**src/design/dss_pkg.sv**
```systemverilog
// Shared types, codes and reset constants for the drum step sequencer.
package dss_pkg;

  localparam int STEPS_DEFAULT  = 8;
  localparam int VOICES_DEFAULT = 4;

  localparam int NOTE_W     = 7;
  localparam int TABLE_W    = 28;
  localparam int DEBOUNCE_W = 24;
  localparam int TIME_W     = 32;
  localparam int MASK_W     = 4;
  localparam int LED_W      = 8;

  localparam logic [TABLE_W-1:0]    NOTE_TABLE_RESET     = 28'd78255652;
  localparam logic [TABLE_W-1:0]    VELOCITY_TABLE_RESET = 28'd264201085;
  localparam logic [DEBOUNCE_W-1:0] DEBOUNCE_RESET       = 24'd200000;

  localparam logic [7:0] ROW_RESET [4] = '{8'hAA, 8'hFF, 8'h55, 8'h01};

  typedef enum logic [1:0] {
    MODE_STEP_START = 2'd0,
    MODE_STEP_END   = 2'd1,
    MODE_VOICE_BTN  = 2'd2,
    MODE_STEP_BTN   = 2'd3
  } mode_t;

  typedef enum logic [1:0] {
    CFG_NOTE_TABLE     = 2'd0,
    CFG_VELOCITY_TABLE = 2'd1,
    CFG_DEBOUNCE       = 2'd2
  } cfg_reg_t;

  typedef enum logic [1:0] {
    ST_IDLE,
    ST_EXEC,
    ST_SCAN,
    ST_OUT
  } state_t;

endpackage

```
**src/design/dss_press_check.sv**
```systemverilog
// Wrap-safe debounce compare: elapsed ticks since the last accepted press.
module dss_press_check (
  input  logic [dss_pkg::TIME_W-1:0]     press_time,
  input  logic [dss_pkg::TIME_W-1:0]     last_press,
  input  logic [dss_pkg::DEBOUNCE_W-1:0] debounce_ticks,
  output logic                           press_ok
);
  import dss_pkg::*;

  logic [TIME_W-1:0] elapsed;

  assign elapsed  = press_time - last_press;
  assign press_ok = elapsed >= TIME_W'(debounce_ticks);

endmodule

```
**src/design/drum_step_sequencer_unit.sv**
```systemverilog
// Top level of the drum step sequencer: pattern state, sequencer and result register.
//
// Input channel (in_valid/in_stall) takes one event: mode selects step start,
// step end, voice button or step button; index and press_time serve the
// buttons. The block takes one event at a time and holds in_stall high until
// the last result of that event has been transferred.
// Output channel (out_valid/out_stall) gives one result per note-on of a step
// start, or one plain status result for every other event or a silent step.
// Each result shows the LED pattern and write mask after the event; last marks
// the final result of the event.
// After the input transfer the sequencer passes the EXEC and SCAN states
// before out_valid rises; SCAN also steps past each voice skipped before the
// first note of a step start. A step start walks the voices one per cycle
// with a single voice counter, pausing at each note until its result has been
// transferred. The debounce subtract/compare is one shared unit used once per
// button event.
// A stalled result holds in the output register and the sequencer waits.
// Configuration writes (cfg_valid/cfg_ready, ready always high) update the
// note, velocity and debounce registers; unknown indexes are dropped.
// Reset (rst, synchronous) restores the default pattern rows, tables and
// debounce window, clears LEDs, write mode, step and press time.
module drum_step_sequencer_unit #(
  parameter int NUM_STEPS  = dss_pkg::STEPS_DEFAULT,
  parameter int NUM_VOICES = dss_pkg::VOICES_DEFAULT
) (
  input  logic                          clk,
  input  logic                          rst,
  input  logic                          in_valid,
  output logic                          in_stall,
  input  logic [1:0]                    mode,
  input  logic [2:0]                    index,
  input  logic [dss_pkg::TIME_W-1:0]    press_time,
  output logic                          out_valid,
  input  logic                          out_stall,
  output logic                          note_valid,
  output logic [dss_pkg::NOTE_W-1:0]    note,
  output logic [dss_pkg::NOTE_W-1:0]    velocity,
  output logic [dss_pkg::LED_W-1:0]     led_pattern,
  output logic [dss_pkg::MASK_W-1:0]    write_mask,
  output logic                          last,
  input  logic                          cfg_valid,
  output logic                          cfg_ready,
  input  logic [1:0]                    cfg_index,
  input  logic [dss_pkg::TABLE_W-1:0]   cfg_data
);
  import dss_pkg::*;

  localparam int SW = $clog2(NUM_STEPS);
  localparam int VW = (NUM_VOICES > 1) ? $clog2(NUM_VOICES) : 1;

  state_t state, state_next;

  logic [TABLE_W-1:0]    note_table;
  logic [TABLE_W-1:0]    velocity_table;
  logic [DEBOUNCE_W-1:0] debounce_ticks;

  logic [NUM_STEPS-1:0]  pattern [NUM_VOICES];
  logic [NUM_VOICES-1:0] write_bits;
  logic [NUM_STEPS-1:0]  led_bits;
  logic [SW-1:0]         current_step;
  logic [TIME_W-1:0]     last_press;

  mode_t             mode_r;
  logic [2:0]        index_r;
  logic [TIME_W-1:0] time_r;
  logic [VW-1:0]     voice;

  logic              press_ok;
  logic [NUM_VOICES-1:0] hits;
  logic              later_hit;
  logic              hit_now;
  logic [VW-1:0]     first_write;
  logic              in_take;
  logic              emit;
  logic              out_done;

  dss_press_check u_press_check (
    .press_time     (time_r),
    .last_press     (last_press),
    .debounce_ticks (debounce_ticks),
    .press_ok       (press_ok)
  );

  always_comb begin
    hits      = '0;
    later_hit = 1'b0;
    for (int v = 0; v < NUM_VOICES; v++) begin
      hits[v] = (mode_r == MODE_STEP_START) && pattern[v][current_step];
      if (hits[v] && (v > int'(voice))) later_hit = 1'b1;
    end
    hit_now = hits[voice];
  end

  always_comb begin
    first_write = '0;
    for (int v = NUM_VOICES - 1; v >= 0; v--) begin
      if (write_bits[v]) first_write = VW'(v);
    end
  end

  always_comb begin
    state_next = state;
    case (state)
      ST_IDLE: if (in_valid) state_next = ST_EXEC;
      ST_EXEC: state_next = ST_SCAN;
      ST_SCAN: if (hit_now || (hits == '0)) state_next = ST_OUT;
      ST_OUT: begin
        if (!out_stall) state_next = last ? ST_IDLE : ST_SCAN;
      end
      default: state_next = ST_IDLE;
    endcase
  end

  always_comb begin
    in_stall  = (state != ST_IDLE);
    out_valid = (state == ST_OUT);
    cfg_ready = 1'b1;
    in_take   = (state == ST_IDLE) && in_valid;
    emit      = (state == ST_SCAN) && (hit_now || (hits == '0));
    out_done  = (state == ST_OUT) && !out_stall;
  end

  always_ff @(posedge clk) begin
    if (rst) begin
      state <= ST_IDLE;
    end else begin
      state <= state_next;
    end
  end

  always_ff @(posedge clk) begin
    if (rst) begin
      note_table     <= NOTE_TABLE_RESET;
      velocity_table <= VELOCITY_TABLE_RESET;
      debounce_ticks <= DEBOUNCE_RESET;
    end else if (cfg_valid && cfg_ready) begin
      case (cfg_reg_t'(cfg_index))
        CFG_NOTE_TABLE:     note_table     <= cfg_data;
        CFG_VELOCITY_TABLE: velocity_table <= cfg_data;
        CFG_DEBOUNCE:       debounce_ticks <= cfg_data[DEBOUNCE_W-1:0];
        default: ;
      endcase
    end
  end

  always_ff @(posedge clk) begin
    if (in_take) begin
      mode_r  <= mode_t'(mode);
      index_r <= index;
      time_r  <= press_time;
    end
  end

  always_ff @(posedge clk) begin
    if (rst) begin
      voice <= '0;
    end else if (in_take) begin
      voice <= '0;
    end else if ((state == ST_SCAN) && !emit) begin
      voice <= voice + VW'(1);
    end else if (out_done && !last) begin
      voice <= voice + VW'(1);
    end
  end

  always_ff @(posedge clk) begin
    if (rst) begin
      for (int v = 0; v < NUM_VOICES; v++) pattern[v] <= NUM_STEPS'(ROW_RESET[v]);
      write_bits   <= '0;
      led_bits     <= '0;
      current_step <= '0;
      last_press   <= '0;
    end else if (state == ST_EXEC) begin
      case (mode_r)
        MODE_STEP_START: begin
          led_bits <= led_bits ^ (NUM_STEPS'(1) << current_step);
        end
        MODE_STEP_END: begin
          led_bits <= led_bits ^ (NUM_STEPS'(1) << current_step);
          if (current_step == SW'(NUM_STEPS - 1)) current_step <= '0;
          else current_step <= current_step + SW'(1);
        end
        MODE_VOICE_BTN: begin
          if ((32'(index_r) < NUM_VOICES) && press_ok) begin
            last_press <= time_r;
            if (!write_bits[index_r[VW-1:0]]) begin
              led_bits <= led_bits ^ pattern[index_r[VW-1:0]];
              write_bits[index_r[VW-1:0]] <= 1'b1;
            end else begin
              led_bits <= NUM_STEPS'(1) << current_step;
              write_bits[index_r[VW-1:0]] <= 1'b0;
            end
          end
        end
        MODE_STEP_BTN: begin
          if ((32'(index_r) < NUM_STEPS) && (write_bits != '0) && press_ok) begin
            last_press <= time_r;
            pattern[first_write] <= pattern[first_write] ^ (NUM_STEPS'(1) << index_r);
            led_bits <= led_bits ^ (NUM_STEPS'(1) << index_r);
          end
        end
        default: ;
      endcase
    end
  end

  always_ff @(posedge clk) begin
    if (emit) begin
      note_valid  <= hit_now;
      note        <= hit_now ? note_table[NOTE_W*voice +: NOTE_W] : '0;
      velocity    <= hit_now ? velocity_table[NOTE_W*voice +: NOTE_W] : '0;
      led_pattern <= LED_W'(led_bits);
      write_mask  <= MASK_W'(write_bits);
      last        <= !later_hit;
    end
  end

  a_busy_while_out: assert property (@(posedge clk) disable iff (rst)
    out_valid |-> in_stall)
    else $error("output pending while input is open");

  a_take_to_exec: assert property (@(posedge clk) disable iff (rst)
    (in_valid && !in_stall) |=> (state == ST_EXEC))
    else $error("accepted event did not start execution");

  a_silent_zero: assert property (@(posedge clk) disable iff (rst)
    (out_valid && !note_valid) |-> ((note == '0) && (velocity == '0) && last))
    else $error("status result carries note data or is not last");

  a_out_hold: assert property (@(posedge clk) disable iff (rst)
    (out_valid && out_stall) |=> (out_valid && $stable(last) && $stable(led_pattern)))
    else $error("stalled result changed");

endmodule
```
**config.mk**
```make
export PLATFORM = sky130hd
export DESIGN_NAME = drum_step_sequencer_unit
export DESIGN_NICKNAME = d
export VERILOG_FILES = /design/src/design/dss_pkg.sv /design/src/design/dss_press_check.sv /design/src/design/drum_step_sequencer_unit.sv
export SDC_FILE = /design/constraint.sdc
export NUM_CORES = 1
export LEC_CHECK = 0
export BUFFER_PORTS_ARGS = -buffer_cell sky130_fd_sc_hd__buf_2
export CORE_AREA = 2 2 155 157
export CTS_CLUSTER_SIZE = 14
export DETAILED_ROUTE_END_ITERATION = 10
export DIE_AREA = 0 0 157 159
export GPL_ROUTABILITY_DRIVEN = 0
export GPL_TIMING_DRIVEN = 0
export MAX_ROUTING_LAYER = met4
export PLACE_DENSITY = 0.73
export RECOVER_POWER = 25
export SLEW_MARGIN = 30
export SYNTH_ARGS = -nofsm -noshare
export SYNTH_HDL_FRONTEND = slang
export SYNTH_SLANG_ARGS = --single-unit
```
**constraint.sdc**
```tcl
create_clock -name clk -period 5.6 [get_ports clk]
set_input_delay 0.28 -clock clk [delete_from_list [all_inputs] [get_ports clk]]
set_output_delay 0.28 -clock clk [all_outputs]
set_load 0.05 [all_outputs]
```
==> results of run 1 <==
[cell type report]
class                           instances  area, um2  share of cell area
Buffer                                 80        332              0.0223
Clock buffer                           34        712              0.0479
Clock inverter                         14        124             0.00834
Inverter                              102        383              0.0258
Multi-Input combinational cell        932       6380               0.430
Sequential cell                       230       5580               0.375
Tap cell                              319        399              0.0269
Timing Repair Buffer                  145        942              0.0634
[worst max-delay path by stage]
stage,from,endpoint,slack (ps)
floorplan,time_r[4]$_DFFE_PP_,pattern[1][0]$_SDFFCE_PN1P_,880
global placement,time_r[0]$_DFFE_PP_,pattern[1][4]$_SDFFCE_PN1P_,-100
detailed placement,time_r[0]$_DFFE_PP_,pattern[1][4]$_SDFFCE_PN1P_,-200
CTS,time_r[0]$_DFFE_PP_,pattern[3][7]$_DFFE_PP_,60
global route,time_r[0]$_DFFE_PP_,pattern[1][7]$_SDFFCE_PN1P_,10
finish,time_r[0]$_DFFE_PP_,pattern[1][7]$_SDFFCE_PN1P_,310
[timing repair]
action                     4_1_cts  5_1_grt
hold endpoints to repair        47        0
buffers inserted                 1        1
pin swaps                        1        1
setup endpoints to repair       20      103
hold buffers                    43        0
resized for setup                2       11
[routing by layer]
layer	track usage	vias up
met3	0.0430	96
met2	0.432	429
met5	-	-
li1	-	5132
met4	0.101	0
met1	0.355	5061
[power groups by stage]
stage          clock, mW  combinational, mW  sequential [mW]
4_1_cts             1.68              0.729             1.86
2_1_floorplan          0              0.482             1.91
5_1_grt             1.75              0.822             1.87
3_3_place_gp           0              0.680             1.90
3_5_place_dp           0              0.697             1.90
6_report            1.66              0.742             1.86
[worst max-delay path, delay by kind of cell, from the launching register on]
| kind | cells | cell delay (ps) |
|---|---|---|
| and+or+nand+nor | 3 | 590 |
| AOI/OAI and AO/OA | 12 | 2470 |
| DFF | 1 | 370 |
| xor gates and xnor gates | 1 | 160 |
| buffers and inverters | 3 | 460 |
| adders and majority gates | 3 | 940 |
[cell usage in the layout, fill, tap and decap left out, drive strengths merged, types with 4 or more instances in the layout]
cell | netlist | final
o21a | 8 | 8
mux2i | 8 | 8
nand2b | 13 | 13
a21oi | 140 | 140
o31ai | 4 | 4
nor4 | 5 | 5
o211ai | 7 | 7
nor3 | 21 | 21
buf | 17 | 114
dfxtp | 133 | 133
inv | 102 | 102
or3 | 43 | 43
mux4 | 38 | 38
a31o | 5 | 5
o22ai | 9 | 9
clkbuf | 63 | 102
a22oi | 4 | 4
xnor2 | 20 | 20
mux2 | 6 | 6
nand3b | 36 | 36
a31oi | 4 | 4
clkinv | 0 | 12
and3 | 10 | 10
nor2 | 75 | 75
dlygate4sd3 | 0 | 43
nand4 | 10 | 10
a211o | 8 | 8
o21bai | 4 | 4
o21ai | 72 | 72
nor3b | 4 | 4
nand3 | 10 | 10
edfxtp | 97 | 97
nand2 | 202 | 202
xor2 | 12 | 12
ha | 64 | 64
a21o | 19 | 19
a211oi | 6 | 6
nor2b | 20 | 20
[metrics by stage]
step / instances / hold slack (ps) / utilization / power [mW]
after global routing: 1856 / 26.2 / 0.640 / 4.44
after floorplan: 1344 / 379 / - / 2.39
after global placement: 1763 / 437 / 0.582 / 2.58
after detailed placement: 1763 / 436 / 0.582 / 2.59
after CTS: 1855 / 10.4 / 0.638 / 4.27
final: 1856 / 18.3 / 0.640 / 4.26
[flip-flops by register name (all words and copies together) (netlist names), 2 cells and up, named ones only]
register,count
note,7
last_press,32
state,2
velocity_table,28
write_mask,4
pattern,32
velocity,7
time_r,32
mode_r,2
index_r,3
voice,2
current_step,3
note_table,28
debounce_ticks,24
led_pattern,8
led_bits,8
[cells by family (layout without fill, tap and decap cells)]
kind of cell / Yosys count / count (layout)
multiplexers: 52 / 52
other: 1 / 1
flip-flops: 230 / 230
AO/OA/AOI/OAI: 316 / 316
XOR/XNOR: 32 / 32
AND/OR/NAND/NOR: 466 / 466
adder cells (fa/ha/maj): 65 / 65
buffers and inverters: 182 / 375
==> out/results.ini, run 1 <==
[run_status]
status=finished clean

[floorplanning]
die_area_um2=25000
die_x_um=157
start_util=0.543
core_area_um2=23200
die_h_um=159
std_cell_rows=56
io_pins=103

[sta]
clock.fmax_mhz=189
period_minus_slack_ps=5290
finalWorstSetupSlack_ps=306
skew_ps=14.9
maxSlewHeadroom=0.427
finalSetupViolCount=0
rsz0062_at_grt=no
worst_pin_slew_ps=859
slew_violations=0
tns_ps=0
hold_viol=0
post-route-period-util=0.945

[yosys]
avgSynthCellArea_um2=9.37
synth_ff_type=dfxtp_1
yosys.area.top_type=edfxtp_1
synth_simple_gate_area_share=0.181
synthXorXnorAreaFrac=0.0223
synth_top_area_frac=0.231
ys_ff_latch=230
synth.distinct_cells=75
async_reset_ff_frac=0
syn_area_um2=12600
synthCells=1344
yosysMostFrequentCell=nand2_1
synth-edff-count=97
ys_seq_area_frac=0.443
synth_mux_area_frac=0.0797
syn-num-nets=1481
netlist_top_cells_count=202 x nand2_1, 140 x a21oi_1, 133 x dfxtp_1
yosysWarnings=0
synth_top_family_by_area=simple AND/OR/NAND/NOR gates
netlist_top_cells_area=edfxtp_1 23%, dfxtp_1 21%, mux4_2 6.8%
synth-compound-area-share=0.152
synthAdderAreaFrac=0.0652

[final_layout]
final_area_um2=14800
final_net_count=1654
layout-drive-gt1-share=0.142
antenna_cells=0
n_fill_cell=1942
area_delta_synth_final_pct=17.9

[power_and_ir_drop]
p_clk_frac=0.389
sw_frac_of_total=0.274
p_per_area_nw_per_um2=287
p_leak_nw=5.55
p_seq_frac=0.436
comb_power_share=0.174
internal_power_mw=3.10
p_sw_mw=1.17
max-vdd-ir-drop_mv=0.264

[hold_path]
worstHoldStart=cfg_data[2]
min_path_type=input port to flop
whs_endpoint=note_table[2]$_SDFFE_PP1P_
holdPathStages=3

[placed_design]
port-buffer-count=100
dp_hpwl_mm=24.2
placed_cell_area_um2=13500
place_ws_ps=-200

[clocking]
root_buffer=clkbuf_16
clockBufferDepth=3
cts_buffers=26
clk_latency_ps=540
cts_num_sinks=230
cts_tree=built
ctsHtreeMaxLevel=1
clk_pin_slew_ps=60

[critical_path]
cpPeakStageDelay_ps=410
start_kind=flop
ff2ff_setup_slack_ps=310
r2r_cells=22
crit_slowest_cell=fa_1
required_ps=5860
crit_arrival_ps=5560
crit_fanout=10
endpoint_kind=flop
reg2reg_from=time_r[0]$_DFFE_PP_
cp_cell_sequence=inv_1 > ha_1 > inv_1 > fa_1 > a21o_1 > a221oi_4 > o31ai_2 > a31oi_2 > o21ai_0 > a21oi_1 > xnor2_1 > ha_1 > a21oi_1 > o21a_1 > o22ai_1 > nor4b_1 > o2111ai_1 > nand4b_4 > o21ai_4 > clkbuf_4 > nor2_1 > a31o_2
path_class=flop to flop
r2r-end=pattern[1][7]$_SDFFCE_PN1P_

[drt]
drtAntennaViolNets=0
topRoutingLayerUsed=met4
met3_length_mm=2.44
dr.pass1.iters=7
met2WireLength_mm=15.8
wl_met1_mm=13.7
vias=10700
drt-initial-drc-count=772
finalWirelength_mm=33.3
viasPerCell=5.77
route.detailed.drc=0
wl_per_cell_um=17.9

[grt]
grt_pass1_wl_mm=52.4
grt_usage=0.273
grt_pass1_vias=10300
antenna_found_initial=0
grt-ovfl-total=0
grt_start_max_net_pins=43

[job]
max_cap_viol_count=0

Note: power is estimated with default switching activity, not from simulation.
==> inputs of run 2 (changes only) <==
--- a/config.mk
+++ b/config.mk
@@ -6,14 +6,16 @@
 export NUM_CORES = 1
 export LEC_CHECK = 0
 export BUFFER_PORTS_ARGS = -buffer_cell sky130_fd_sc_hd__buf_2
-export CORE_AREA = 2 2 155 157
+export CELL_PAD_IN_SITES_DETAIL_PLACEMENT = 0
+export CELL_PAD_IN_SITES_GLOBAL_PLACEMENT = 2
+export CORE_AREA = 2 2 186 188
 export CTS_CLUSTER_SIZE = 14
 export DETAILED_ROUTE_END_ITERATION = 10
-export DIE_AREA = 0 0 157 159
-export GPL_ROUTABILITY_DRIVEN = 0
+export DIE_AREA = 0 0 188 190
 export GPL_TIMING_DRIVEN = 0
+export HOLD_SLACK_MARGIN = 0.1
 export MAX_ROUTING_LAYER = met4
-export PLACE_DENSITY = 0.73
+export PLACE_DENSITY_LB_ADDON = 0.1
 export RECOVER_POWER = 25
 export SLEW_MARGIN = 30
 export SYNTH_ARGS = -nofsm -noshare
==> out/results.ini, run 2 (synthesis results as in run 1) <==
[placed_design]
place_ws_ps=-276
place.gp.congestion=0.852
placed_cell_area_um2=13700
place_inst=1901
port-buffer-count=100
dp_hpwl_mm=28.0

[drt]
drt-initial-drc-count=620
dr.pass1.iters=8
finalWirelength_mm=38.4
viasPerCell=5.25
vias=10600
drtAntennaViolNets=0
route.detailed.drc=0
wl_per_cell_um=19.0

[floorplanning]
die_area_um2=35700
die_h_um=190
io_pins=103
start_util=0.371
die_x_um=188
std_cell_rows=68
core_area_um2=33900

[power_and_ir_drop]
internal_power_mw=3.25
p_seq_frac=0.413
p_per_area_nw_per_um2=293
comb_power_share=0.173
p_leak_nw=5.72
p_clk_frac=0.414
max-vdd-ir-drop_mv=0.213
p_sw_mw=1.26
sw_frac_of_total=0.279

[clocking]
root_buffer=clkbuf_16
clk_pin_slew_ps=60
clk_latency_ps=580
clockBufferDepth=3
ctsHtreeMaxLevel=1
cts_num_sinks=230
cts_tree=built
cts_buffers=27

[grt]
grt_usage=0.221
grt_pass1_vias=10200
grt_start_max_net_pins=38
grt-ovfl-total=0
grt_pass1_wl_mm=59.6
antenna_found_initial=0

[run_status]
status=finished clean

[final_layout]
layout_commonest_cell=nand2_1
final_area_um2=15400
top_regs=last_press (32), pattern (32), time_r (32)
layout-drive-gt1-share=0.148
final_cell_count_no_fill=2019
final_net_count=1679
mostFrequentLayoutCells=202 x nand2_1, 140 x a21oi_1, 133 x dfxtp_1, 108 x buf_2, 101 x inv_1
area_delta_synth_final_pct=22.1

[critical_path]
cp_cell_sequence=inv_1 > ha_1 > inv_1 > fa_1 > a21o_1 > a221oi_4 > o31ai_2 > a31oi_2 > o21ai_0 > a21oi_1 > xnor2_1 > ha_1 > nand2_1 > nor3_1 > o21ai_0 > o2111ai_1 > nand4b_2 > o211ai_2 > nor4b_2 > nand2_1
crit_fanout=8
path_class=flop to flop
cp.buffers_inverters=2
endpoint_kind=flop
crit_arrival_ps=5540
start_kind=flop
cpLargestDelayFamily=compound AO/OA/AOI/OAI gates
required_ps=5880
crit_slowest_cell=nor4b_2
cpPeakStageDelay_ps=840

[sta]
period_minus_slack_ps=5260
clock.fmax_mhz=190
worst_pin_slew_ps=926
finalWorstSetupSlack_ps=343
maxSlewHeadroom=0.381
tns_ps=0
finalSetupViolCount=0
fin_hold_ws_ps=162
slew_violations=0
hold_viol=0
skew_ps=18.9
rsz0062_at_grt=yes
post-route-period-util=0.939

[job]
max_cap_viol_count=0

[hold_path]
min_path_type=input port to flop

run 2: cell count changes in the layout (fill, tap and decap cells not counted), sizes merged, moves of 2 or more:
cell	previous run	this run
clkbuf	102	104
dlygate4sd3	43	66
buf	114	119
clkinv	12	6
run 2: area by class of cell:
class,instances,area [um2]
well taps,455,569
inverters,102,383
clock inverters,10,140
plain buffers,79,330
multi-input cells,932,6360
flip-flops and latches,230,5580
diodes,1,2.50
clock buffers,40,796
fillers,3368,18600
repair buffers,170,1220
run 2: final timing paths:
check,from,end,slack (ps),depth (start not counted)
worst max-delay path,time_r[0]$_DFFE_PP_,pattern[1][6]$_SDFFCE_PN1P_,340,20
worst min-delay path,cfg_index[1],note_table[3]$_SDFFE_PP0P_,160,4
worst max register to register,time_r[0]$_DFFE_PP_,pattern[1][6]$_SDFFCE_PN1P_,340,20
worst min register to register,velocity_table[10]$_SDFFE_PP0P_,velocity_table[10]$_SDFFE_PP0P_,450,2
run 2: routing by layer:
layer / wire length [um] / global-route usage / up-vias / part of all wire
li1: - / - / 5181 / -
met1: 18200 / 0.303 / 5133 / 0.47
met2: 17800 / 0.348 / 248 / 0.46
met3: 1770 / 0.0315 / 43 / 0.046
met4: 760 / 0.0488 / 0 / 0.020
met5: 0 / - / - / 0
run 2: metrics by stage:
step	util	power (mW)
finish	0.453	4.51
global route	0.453	4.71
CTS	0.452	4.55
detailed placement	0.404	2.63
global placement	0.402	2.62
floorplan	-	2.39
run 2: what timing repair did:
action | CTS | global route
hold buffers | 66 | 0
hold endpoints to repair | 120 | 0
setup buffers | 1 | 1
pin swaps | 1 | 1
gates resized for setup | 1 | 12
cloned | 0 | 0
setup endpoints to repair | 16 | 108
run 2: worst min-delay path, stage by stage:
cell,delay [ps]
buf_2,140
nor3b_2,130
nand2_1,90
a21oi_1,50
run 2: power by group through the flow:
stage               clock [mW]  sequential (mW)  combinational (mW)
floorplan                    0             1.91               0.482
global placement             0             1.90               0.725
detailed placement           0             1.90               0.737
CTS                       1.91             1.86               0.779
global route              1.97             1.87               0.865
finish                    1.87             1.86               0.780
